**src/hw/rtl/bfc_pkg.sv**
```systemverilog
package bfc_pkg;

    localparam int unsigned COORD_WIDTH_DEF = 32;
    localparam int unsigned FRAC_BITS_DEF   = 16;
    localparam int unsigned VAL_W           = 32;

    localparam logic [2:0] OP_ROW_W = 3'd3;
    localparam logic [2:0] OP_TEST  = 3'd4;

    localparam logic [1:0] CULL_KEEP  = 2'd0;
    localparam logic [1:0] CULL_SET   = 2'd1;
    localparam logic [1:0] CULL_CLEAR = 2'd2;

    localparam logic [5:0] OC_Y_BELOW = 6'h08;
    localparam logic [5:0] OC_Y_ABOVE = 6'h04;
    localparam logic [5:0] OC_Z_FAR   = 6'h20;
    localparam logic [5:0] OC_Z_NEAR  = 6'h10;
    localparam logic [5:0] OC_X_LEFT  = 6'h02;
    localparam logic [5:0] OC_X_RIGHT = 6'h01;
    localparam logic [5:0] OC_ALL     = 6'h3F;
    localparam logic [5:0] OC_NONE    = 6'h00;

    // 8 corners x 4 rows x 4 steps, plus a final store step and a final evaluate step
    localparam int unsigned SEQ_LAST = 129;
    localparam int unsigned CNT_W    = $clog2(SEQ_LAST + 1);

    typedef struct packed {
        logic acc_load;
        logic acc_add;
    } t_mac_ctl;

endpackage

```
**src/hw/rtl/bfc_mac.sv**
```systemverilog
module bfc_mac #(
    parameter int unsigned COORD_WIDTH = bfc_pkg::COORD_WIDTH_DEF,
    parameter int unsigned FRAC_BITS   = bfc_pkg::FRAC_BITS_DEF,
    parameter int unsigned OPW         = bfc_pkg::VAL_W
) (
    input  logic                          i_clk,
    input  bfc_pkg::t_mac_ctl             i_ctl,
    input  logic signed [OPW-1:0]         i_coef,
    input  logic signed [OPW-1:0]         i_coord,
    output logic signed [COORD_WIDTH-1:0] o_sum
);

    localparam int unsigned PW    = 2 * OPW - FRAC_BITS;
    localparam int unsigned WIDE  = ((PW > OPW) ? PW : OPW) + 2;
    localparam int unsigned ACC_W = (WIDE > COORD_WIDTH) ? WIDE : COORD_WIDTH;
    localparam logic signed [ACC_W-1:0] HMAX =
        ACC_W'((64'sd1 <<< (COORD_WIDTH - 1)) - 64'sd1);
    localparam logic signed [ACC_W-1:0] HMIN = -HMAX - ACC_W'(1);

    logic signed [2*OPW-1:0] mul;
    logic signed [PW-1:0]    r_prod;
    logic signed [ACC_W-1:0] r_acc;
    logic signed [ACC_W-1:0] sum;

    assign mul = i_coef * i_coord;
    assign sum = r_acc + ACC_W'(r_prod);

    always_ff @(posedge i_clk) begin
        // floored product
        r_prod <= mul[2*OPW-1:FRAC_BITS];
        if (i_ctl.acc_load) begin
            r_acc <= ACC_W'(i_coef);
        end else if (i_ctl.acc_add) begin
            r_acc <= sum;
        end
    end

    always_comb begin
        if (sum > HMAX) begin
            o_sum = HMAX[COORD_WIDTH-1:0];
        end else if (sum < HMIN) begin
            o_sum = HMIN[COORD_WIDTH-1:0];
        end else begin
            o_sum = sum[COORD_WIDTH-1:0];
        end
    end

endmodule

```
**src/hw/rtl/bbox_frustum_cull_test_top.sv**
```systemverilog
// Frustum cull test for an axis-aligned box against a 4x4 local-to-clip matrix
// in signed fixed point. Opcodes 0..3 load one matrix row and give no result;
// opcodes 5..7 are dropped. A test item whose flags skip the frustum test
// gives its result in the cycle after acceptance. A full test evaluates the
// four matrix rows at all eight corners on a single shared multiply-accumulate
// unit, one coefficient product per cycle, then loads the output register once
// the output side is free. The input side is not ready while a test runs or
// while a finished result is still waiting to be taken.
module bbox_frustum_cull_test_top #(
    parameter int unsigned COORD_WIDTH = bfc_pkg::COORD_WIDTH_DEF,
    parameter int unsigned FRAC_BITS   = bfc_pkg::FRAC_BITS_DEF
) (
    input  logic        i_clk,
    input  logic        i_rst_n,
    input  logic        i_in_valid,
    output logic        o_in_ready,
    input  logic [2:0]  i_opcode,
    input  logic signed [31:0] i_val_a,
    input  logic signed [31:0] i_val_b,
    input  logic signed [31:0] i_val_c,
    input  logic signed [31:0] i_val_d,
    input  logic signed [31:0] i_val_e,
    input  logic signed [31:0] i_val_f,
    input  logic        i_is_hidden,
    input  logic        i_always_test,
    input  logic        i_never_cull,
    input  logic        i_has_geometry,
    output logic        o_out_valid,
    input  logic        i_out_ready,
    output logic [1:0]  o_cull_action,
    output logic        o_fully_inside,
    output logic [5:0]  o_outcode_and,
    output logic [5:0]  o_outcode_or
);

    localparam int unsigned OPW = (COORD_WIDTH < bfc_pkg::VAL_W) ? COORD_WIDTH : bfc_pkg::VAL_W;
    localparam int unsigned CW  = COORD_WIDTH;
    localparam int unsigned CNT_W = bfc_pkg::CNT_W;

    typedef enum logic [2:0] {
        S_IDLE = 3'b001,
        S_RUN  = 3'b010,
        S_FIN  = 3'b100
    } t_state;

    t_state r_state;
    t_state n_state;

    logic [CNT_W-1:0]     r_cnt;
    logic signed [OPW-1:0] r_mat [4][4];
    logic signed [OPW-1:0] r_box [6];
    logic signed [CW-1:0]  r_hx;
    logic signed [CW-1:0]  r_hy;
    logic signed [CW-1:0]  r_hz;
    logic signed [CW-1:0]  r_hw;
    logic [5:0]            r_and;
    logic [5:0]            r_or;
    logic                  r_out_valid;
    logic [1:0]            r_cull_action;
    logic                  r_fully_inside;
    logic [5:0]            r_outcode_and;
    logic [5:0]            r_outcode_or;

    logic                  in_xfer;
    logic                  is_load;
    logic                  is_test;
    logic                  run_test;
    logic                  out_free;
    logic                  fin_write;
    logic                  running;
    logic [1:0]            step;
    logic [1:0]            row;
    logic [2:0]            corner;
    logic [1:0]            term;
    logic                  store;
    logic [1:0]            store_row;
    logic                  eval;
    logic signed [OPW-1:0] coef;
    logic signed [OPW-1:0] coord;
    logic signed [CW-1:0]  h_sum;
    bfc_pkg::t_mac_ctl     mac_ctl;
    logic signed [CW:0]    hx_e;
    logic signed [CW:0]    hy_e;
    logic signed [CW:0]    hz_e;
    logic signed [CW:0]    hw_e;
    logic signed [CW:0]    nw_e;
    logic [5:0]            code;

    assign out_free   = !r_out_valid || i_out_ready;
    assign o_in_ready = (r_state == S_IDLE) && out_free;
    assign in_xfer    = i_in_valid && o_in_ready;
    assign is_load    = i_opcode <= bfc_pkg::OP_ROW_W;
    assign is_test    = i_opcode == bfc_pkg::OP_TEST;
    assign run_test   = i_always_test || (!i_is_hidden && i_has_geometry && !i_never_cull);
    assign fin_write  = (r_state == S_FIN) && out_free;

    assign running   = r_state == S_RUN;
    assign step      = r_cnt[1:0];
    assign row       = r_cnt[3:2];
    assign corner    = r_cnt[6:4];
    // step 0 reads the translation term, steps 1..3 the coefficients
    assign term      = step - 2'd1;
    assign store     = running && (step == 2'd0) && (r_cnt != '0);
    assign store_row = row - 2'd1;
    assign eval      = running && (r_cnt[3:0] == 4'd1) && (r_cnt[CNT_W-1:4] != '0);

    assign mac_ctl.acc_load = running && (step == 2'd0);
    assign mac_ctl.acc_add  = running && step[1];

    assign coef = r_mat[row][term];

    always_comb begin
        case (term)
            2'd0:    coord = corner[2] ? r_box[3] : r_box[0];
            2'd1:    coord = corner[1] ? r_box[4] : r_box[1];
            2'd2:    coord = corner[0] ? r_box[5] : r_box[2];
            default: coord = r_box[0];
        endcase
    end

    bfc_mac #(
        .COORD_WIDTH (COORD_WIDTH),
        .FRAC_BITS   (FRAC_BITS),
        .OPW         (OPW)
    ) u_mac (
        .i_clk   (i_clk),
        .i_ctl   (mac_ctl),
        .i_coef  (coef),
        .i_coord (coord),
        .o_sum   (h_sum)
    );

    assign hx_e = (CW+1)'(r_hx);
    assign hy_e = (CW+1)'(r_hy);
    assign hz_e = (CW+1)'(r_hz);
    assign hw_e = (CW+1)'(r_hw);
    assign nw_e = -hw_e;

    always_comb begin
        code = bfc_pkg::OC_NONE;
        if (hy_e < nw_e) begin
            code = code | bfc_pkg::OC_Y_BELOW;
        end else if (hy_e > hw_e) begin
            code = code | bfc_pkg::OC_Y_ABOVE;
        end
        if (hz_e > hw_e) begin
            code = code | bfc_pkg::OC_Z_FAR;
        end else if (hz_e < (CW+1)'(0)) begin
            code = code | bfc_pkg::OC_Z_NEAR;
        end
        if (hx_e < nw_e) begin
            code = code | bfc_pkg::OC_X_LEFT;
        end else if (hx_e > hw_e) begin
            code = code | bfc_pkg::OC_X_RIGHT;
        end
    end

    always_comb begin
        n_state = r_state;
        case (r_state)
            S_IDLE: begin
                if (in_xfer && is_test && run_test) begin
                    n_state = S_RUN;
                end
            end
            S_RUN: begin
                if (r_cnt == CNT_W'(bfc_pkg::SEQ_LAST)) begin
                    n_state = S_FIN;
                end
            end
            S_FIN: begin
                if (out_free) begin
                    n_state = S_IDLE;
                end
            end
            default: n_state = S_IDLE;
        endcase
    end

    always_ff @(posedge i_clk) begin
        if (!i_rst_n) begin
            r_state     <= S_IDLE;
            r_cnt       <= '0;
            r_out_valid <= 1'b0;
            for (int i = 0; i < 4; i++) begin
                for (int j = 0; j < 4; j++) begin
                    r_mat[i][j] <= '0;
                end
            end
        end else begin
            r_state <= n_state;
            if (running) begin
                r_cnt <= r_cnt + CNT_W'(1);
            end else begin
                r_cnt <= '0;
            end
            if (in_xfer && is_load) begin
                r_mat[i_opcode[1:0]][0] <= i_val_a[OPW-1:0];
                r_mat[i_opcode[1:0]][1] <= i_val_b[OPW-1:0];
                r_mat[i_opcode[1:0]][2] <= i_val_c[OPW-1:0];
                r_mat[i_opcode[1:0]][3] <= i_val_d[OPW-1:0];
            end
            if ((in_xfer && is_test && !run_test) || fin_write) begin
                r_out_valid <= 1'b1;
            end else if (i_out_ready) begin
                r_out_valid <= 1'b0;
            end
        end
    end

    always_ff @(posedge i_clk) begin
        if (in_xfer && is_test) begin
            r_box[0] <= i_val_a[OPW-1:0];
            r_box[1] <= i_val_b[OPW-1:0];
            r_box[2] <= i_val_c[OPW-1:0];
            r_box[3] <= i_val_d[OPW-1:0];
            r_box[4] <= i_val_e[OPW-1:0];
            r_box[5] <= i_val_f[OPW-1:0];
            r_and    <= bfc_pkg::OC_ALL;
            r_or     <= bfc_pkg::OC_NONE;
            if (!run_test) begin
                r_cull_action  <= (!i_is_hidden && i_has_geometry) ?
                                  bfc_pkg::CULL_CLEAR : bfc_pkg::CULL_KEEP;
                r_fully_inside <= 1'b0;
                r_outcode_and  <= bfc_pkg::OC_NONE;
                r_outcode_or   <= bfc_pkg::OC_NONE;
            end
        end
        if (eval) begin
            r_and <= r_and & code;
            r_or  <= r_or | code;
        end
        if (store) begin
            case (store_row)
                2'd0:    r_hx <= h_sum;
                2'd1:    r_hy <= h_sum;
                2'd2:    r_hz <= h_sum;
                default: r_hw <= h_sum;
            endcase
        end
        if (fin_write) begin
            r_cull_action  <= (r_and != bfc_pkg::OC_NONE) ?
                              bfc_pkg::CULL_SET : bfc_pkg::CULL_CLEAR;
            r_fully_inside <= r_or == bfc_pkg::OC_NONE;
            r_outcode_and  <= r_and;
            r_outcode_or   <= r_or;
        end
    end

    assign o_out_valid    = r_out_valid;
    assign o_cull_action  = r_cull_action;
    assign o_fully_inside = r_fully_inside;
    assign o_outcode_and  = r_outcode_and;
    assign o_outcode_or   = r_outcode_or;

`ifndef SYNTHESIS
    a_cnt_range: assert property (@(posedge i_clk) disable iff (!i_rst_n)
        (r_state == S_RUN) |-> (r_cnt <= CNT_W'(bfc_pkg::SEQ_LAST)))
        else $error("sequence counter out of range");

    a_out_source: assert property (@(posedge i_clk) disable iff (!i_rst_n)
        $rose(o_out_valid) |-> ($past(r_state) == S_FIN || $past(r_state) == S_IDLE))
        else $error("result appeared outside idle or finish");

    a_inside_clear: assert property (@(posedge i_clk) disable iff (!i_rst_n)
        (o_out_valid && o_fully_inside) |->
        (o_outcode_or == bfc_pkg::OC_NONE && o_cull_action == bfc_pkg::CULL_CLEAR))
        else $error("fully inside with outcodes or cull set");

    a_and_in_or: assert property (@(posedge i_clk) disable iff (!i_rst_n)
        o_out_valid |-> ((o_outcode_and & ~o_outcode_or) == bfc_pkg::OC_NONE))
        else $error("outcode and not contained in outcode or");

    a_run_to_fin: assert property (@(posedge i_clk) disable iff (!i_rst_n)
        (r_state == S_RUN && r_cnt == CNT_W'(bfc_pkg::SEQ_LAST)) |=> (r_state == S_FIN))
        else $error("test sequence did not finish");
`endif

endmodule
```
**config.mk**
```make
export PLATFORM = sky130hd
export DESIGN_NAME = bbox_frustum_cull_test_top
export DESIGN_NICKNAME = d
export VERILOG_FILES = /design/src/hw/rtl/bfc_pkg.sv /design/src/hw/rtl/bfc_mac.sv /design/src/hw/rtl/bbox_frustum_cull_test_top.sv
export SDC_FILE = /design/constraint.sdc
export NUM_CORES = 2
export LEC_CHECK = 0
export BUFFER_PORTS_ARGS = -buffer_cell sky130_fd_sc_hd__buf_2
export CAP_MARGIN = 20
export CORE_MARGIN = 10
export CORE_UTILIZATION = 35
export DETAILED_ROUTE_END_ITERATION = 7
export PLACE_DENSITY_LB_ADDON = 0.1
export SYNTH_ARGS = -nofsm -noshare
export SYNTH_HDL_FRONTEND = slang
export SYNTH_SLANG_ARGS = --single-unit
```
**constraint.sdc**
```tcl
create_clock -name i_clk -period 37.2 [get_ports i_clk]
set_input_delay 3.72 -clock i_clk [delete_from_list [all_inputs] [get_ports i_clk]]
set_output_delay 3.72 -clock i_clk [all_outputs]
set_load 0.02 [all_outputs]
```
; Yosys cells after proc, flatten, opt, wreduce, memory -nomap -nowiden
; Memory sizes are Yosys's and may differ from the RTL's. A register that Yosys moved wholly into a read port is not among the register bits.
; Cells that the tools add are included.
[op_classes]
n_eq_ne = 14
n_reduce_logical = 41
n_addsub = 5
n_lt_le_gt_ge = 10
muxes = 49
n_mul = 1
n_bitwise = 4
[ops]
columns = cell, count
row1 = 32-bit 2-to-1 mux, 7
row2 = 128-bit 2-to-1 mux, 1
row3 = 128-bit OR reduction, 1
row4 = 50-bit 2-to-1 mux, 2
row5 = 32-bit greater-than comparator, 3
row6 = 32-bit case mux with 3 select lines, 1
row7 = 32-bit by 33-bit less-than comparator with 1-bit output, 2
row8 = 32-bit binary-select mux with 2-bit select, 1
row9 = 32-bit by 32-bit multiplier with 64-bit output, 1
row10 = 6-bit 2-to-1 mux, 9
row11 = 50-bit by 48-bit adder with 50-bit output, 1
row12 = 50-bit by 32-bit greater-than comparator with 1-bit output (second input constant), 1
row13 = 50-bit by 32-bit less-than comparator with 1-bit output (second input constant), 1
row14 = 32-bit negator with 33-bit output, 1
row15 = 32-bit by 1-bit less-than comparator with 1-bit output (second input constant), 1
row16 = 2-bit 2-to-1 mux, 8
row17 = 1-bit logical AND, 14
row18 = 1-bit 2-to-1 mux, 13
row19 = 3-bit 2-to-1 mux, 4
row20 = 2-bit AND reduction, 6
row21 = 3-bit case mux with 3 select lines, 1
row22 = 8-bit by 1-bit adder with 8-bit output (second input constant), 1
row23 = 8-bit == test (second input constant), 1
row24 = 2-bit nonzero test, 4
row25 = 26 further kinds, 39
[word_totals]
inputBits = 203
register_bits = 265
mem_bits_rw = 704
word_cells = 141
memories = 2
[memory_table]
columns = name, words, width, read_ports, rd_clocked_by_memory_dff, wr, line_no
row1 = r_mat, 4, 128, 1, 1, 4, bbox_frustum_cull_test_top.sv:50  ; logic signed [OPW-1:0] r_mat [4][4];
row2 = r_box, 6, 32, 6, 0, 6, bbox_frustum_cull_test_top.sv:51  ; logic signed [OPW-1:0] r_box [6];

; Depth between registers and ports, before layout
[depth]
ltp_word = 10
mapped_depth = 43
mapped_depth_nobuf = 35

; Cells and area by module
; Synthesis repeated with hierarchy kept, for this count alone.
[hier_totals]
cells_unflattened = 6948
hier_area_um2 = 81547.0
[by_module_without_submodules]
columns = mod, area_per_inst_um2, instances, cells_each
row1 = bfc_mac, 41800.1, 1, 4428
row2 = bbox_frustum_cull_test_top, 39746.9, 1, 2520

; Worst setup path before layout
; OpenSTA, ideal clock, no wires.
[synth_timing]
path_type = input port to flip-flop
start = input i_out_ready
end = memory r_mat[1][0] (netlist name), enable pin
path_buffers = 0
path_stages = 6
setup_slack_ns = 22.421
required_ns = 36.408
setup_time_ns = 0.792
arrival_ns = 13.987
path_cell_list = nor2b_1 nor3_1 nand2_1 nor3b_1 nand2_1 o21ai_0
[synth_lines]
columns = item, line_no
row1 = from (decl), bbox_frustum_cull_test_top.sv:29  ; input logic i_out_ready,
row2 = to (decl), bbox_frustum_cull_test_top.sv:50

; Worst setup path after layout
[layout_timing]
start = register r_cnt[0]
end = register u_mac.r_prod[47]
[layout_between]
elab_chain_cells = 6
elab_cells_between_ends = 10
cone_classes = add/sub: 1 / mul: 1 / eq/ne: 2 / mux: 4 / bitwise: 1 / reduce/logical: 1
[layout_lines]
columns = item, line_no
row1 = from (decl), bbox_frustum_cull_test_top.sv:49  ; logic [CNT_W-1:0] r_cnt;
row2 = from (signal assigned), bbox_frustum_cull_test_top.sv:193  ; r_cnt <= r_cnt + CNT_W'(1);
row3 = 2-bit by 1-bit subtractor with 2-bit output (*), bbox_frustum_cull_test_top.sv:102  ; assign term = step - 2'd1;
row4 = 2-bit inverter with 3-bit output (implied by the code), bbox_frustum_cull_test_top.sv:110  ; assign coef = r_mat[row][term];
row5 = 32-bit binary-select mux with 2-bit select, bbox_frustum_cull_test_top.sv:110
row6 = 32-bit 2-to-1 mux (implied by the code) (2 in series), bbox_frustum_cull_test_top.sv:110
row7 = 32-bit by 32-bit multiplier with 64-bit output (*), bfc_mac.sv:25  ; assign mul = i_coef * i_coord;
row8 = via u_mac.mul[63], bfc_mac.sv:20  ; logic signed [2*OPW-1:0] mul;
row9 = to (signal assigned), bfc_mac.sv:30  ; r_prod <= mul[2*OPW-1:FRAC_BITS];
row10 = to (decl), bfc_mac.sv:21  ; logic signed [PW-1:0] r_prod;
; Mark *: on every way through the listed nets, which the timed path passes. The rest lies on a longest branch. The select of a mux whose other input is x is not followed.
; A chain may end at the register's enable or synchronous reset.

==> key figures <==
Die
  • Initial Utilization: 0.352
  • # IOs: 220
  • Rows: 176
  • Die width: 502 um
  • Core box area: 0.231 mm^2
  • Die area: 0.252 mm^2
  • Die span in y: 502 um

Run
  • Max-Cap Viols: 0

Setup path
  • RR Startpoint: r_cnt[0]
  • Worst setup path start: r_cnt[0]
  • CP Max Fanout: 36
  • Startpoint Class: flop
  • Setup CP Type: reg -> reg
  • Slowest CP cell: a21o_1
  • Worst EP arrival: 12810 ps
  • Worst Setup End Kind: flop
  • Critical path's most frequent cell: fa_1
  • Crit path to: u_mac.r_prod[47]
  • Reg2Reg Depth: 29
  • R2r setup slk: 25010 ps
  • CP Data Required Time: 37820 ps
  • Critical R2R Capture: u_mac.r_prod[47]
  • Max incr delay on CP: 820 ps

Yosys
  • Syn Inst Count: 7230
  • Synth unique cells: 82
  • Top post-synthesis cells by area: edfxtp_1 34%, fa_1 27%, ha_1 6.1%, inv_1 5.0%, mux4_2 3.7%
  • Synthesis-stage register bit count: 969
  • Top FF cell, synth: edfxtp_1
  • Post-Syn Area: 0.0812 mm^2
  • Synth Warn #: 0
  • Seq/Total Area, Yosys: 0.351
  • Post-synth ARST share: 0
  • Synth area leader: edfxtp_1
  • Syn avg cell area: 11.2 um^2
  • Share of the synthesized area in the top cell type: 0.336
  • Post-synth EDFFs: 909
  • Syn Nets: 8910

Final layout
  • Layout Utilization: 0.390
  • Syn-to-layout area delta: 10.6%
  • Most common cell after layout, fill and taps aside: fa_1
  • Layout cell share with drive strength beyond 1: 0.111
  • # nets final: 9015
  • Most frequent cells in the layout: 1082 x fa_1, 1076 x inv_1, 909 x edfxtp_1

GRT
  • Gr usage total: 0.223
  • First-pass GRT wire length: 414000 um
  • Number of global-route vias before repair: 59.2k
  • Initial antenna violation count: 33
  • GRT overflow: 0
  • Largest net degree at the start of global routing: 124

STA
  • PnR worst setup slack: 25010 ps
  • Final setup viols: 0
  • Final Skew: 85.9 ps
  • Fin crit period: 12190 ps
  • Fmax: 82.0 MHz
  • Final period utilization: 0.328
  • RSZ-0062 raised after global routing: false
  • Slew HR: 0.147
  • Setup_tns: 0 ps
  • Max Slew Vio Count: 0
  • Worst-margin pin slew: 1280 ps
  • Final hold violation count: 0

Place
  • Dpl hpwl: 204000 um
  • Placement Setup Slack: 25090 ps
  • Port Buffer Count: 219
  • GP Congestion: 0.900

Route
  • ANT nets after route: 0
  • # DRC: 0
  • DR vias: 54.4k
  • WL final: 280000 um
  • Wire per inst: 26.8 um
  • Initial DRC Count: 3897
  • Vias per inst: 5.19
  • Detailed Routing Iterations Pass 1: 5

Clocking
  • CTS clk-pin slew, worst paths: 60 ps
  • Clock tree sinks: 969
  • Post-CTS Repair Setup Buffers: 0
  • Post-cts hold buffer count: 0
  • CTS resizes: 0
  • CTS Buffer Depth: 3
  • Skew-Pair Late Insertion Delay: 830 ps
  • Number of CTS-inserted buffers: 112
  • H-tree depth: 3
  • CTS tree: yes
  • Root Buffer: clkbuf_16

Hold path
  • Hold depth: 1
  • HP Class: reg -> reg

Outcome
  • Outcome: finished clean
sequential cells by signal (all words and copies together) (netlist names):
signal and cells:
o_cull_action 2, r_hz 32, r_cnt 8, r_mat 512, o_outcode_or 6, r_and 6
r_state 3, r_or 6, o_fully_inside 1, u_mac.r_prod 48, r_box 192, r_hx 32
u_mac.r_acc 50, o_outcode_and 6, o_out_valid 1, r_hw 32, r_hy 32
critical path: cells and delay by family (launching register included):
| kind | cells | cell delay (ps) |
|---|---|---|
| DFF | 1 | 340 |
| and+or+nand+nor | 3 | 1060 |
| AOI/OAI and AO/OA | 8 | 3190 |
| adders and majority gates | 10 | 4880 |
| xor gates and xnor gates | 1 | 140 |
| buffers and inverters | 7 | 2340 |
per-stage QoR:
step                      area (um^2)  instances  hold WS, ps
final                           89900      10500          549
after CTS                       89900      10500          551
after detailed placement        86200      10200          548
after global placement          86100      10200          539
after floorplan                 81200       7230          483
after global routing            89900      10500          572
metal layers:
layer	share of wire	GRT usage
met2	0.48	0.373
met3	0.056	0.0383
met4	0.033	0.0637
met1	0.43	0.296
met5	0.00090	0
area by class of cell:
cell class / instances / area (um^2)
antenna: 6 / 15.0
clock buffer: 150 / 3070
inverter: 1078 / 4050
tap: 3026 / 3790
sequential: 969 / 28500
multi-input combinational: 4809 / 47600
timing repair buffer: 365 / 2240
fill: 22400 / 141000
clock inverter: 63 / 607
how the worst min path moves through the flow:
stage                             to        from
after floorplan           r_state[2]  r_state[0]
after CTS                 r_state[2]  r_state[0]
after detailed placement  r_state[2]  r_state[0]
final                     r_state[2]  r_state[0]
after global placement    r_state[2]  r_state[0]
after global routing      r_state[2]  r_state[0]
Yosys cell counts (all sizes together), types with 5 or more instances:
cell type     n
a21boi        6
ha          395
a211o         6
and2        455
buf          55
o211ai       12
o221ai        6
dfxtp        60
o2111ai       6
xnor2        96
fa         1082
o21ai       196
o32ai         5
clkbuf      319
nor4         22
o31a          6
a21o        129
a31oi        15
nand2b       73
mux4        133
o21a         60
nand2       716
nor3b         9
a222oi       31
edfxtp      909
nand4        65
a21oi       164
xor2         47
o21bai       17
nor2b        67
nor2        565
o31ai        15
and3        146
a211oi       16
nor3         38
inv        1078
mux2         65
nand3        69
or2          10
or3           9
mux2i         9
kinds of logic (layout without fill, tap and decap cells):
family | after synthesis | after routing | synth area share
and+or+nand+nor | 2254 | 2254 | 0.133
adders and majority gates | 1477 | 1477 | 0.327
buffers and inverters | 1452 | 1656 | 0.0675
DFF | 969 | 969 | 0.351
AOI/OAI and AO/OA | 728 | 728 | 0.0590
muxes | 207 | 207 | 0.0470
xor gates and xnor gates | 143 | 143 | 0.0155
other | 0 | 6 | 0
Power is not shown: default switching activity piles up to over one toggle a cycle in this logic, so the estimate is an artifact.
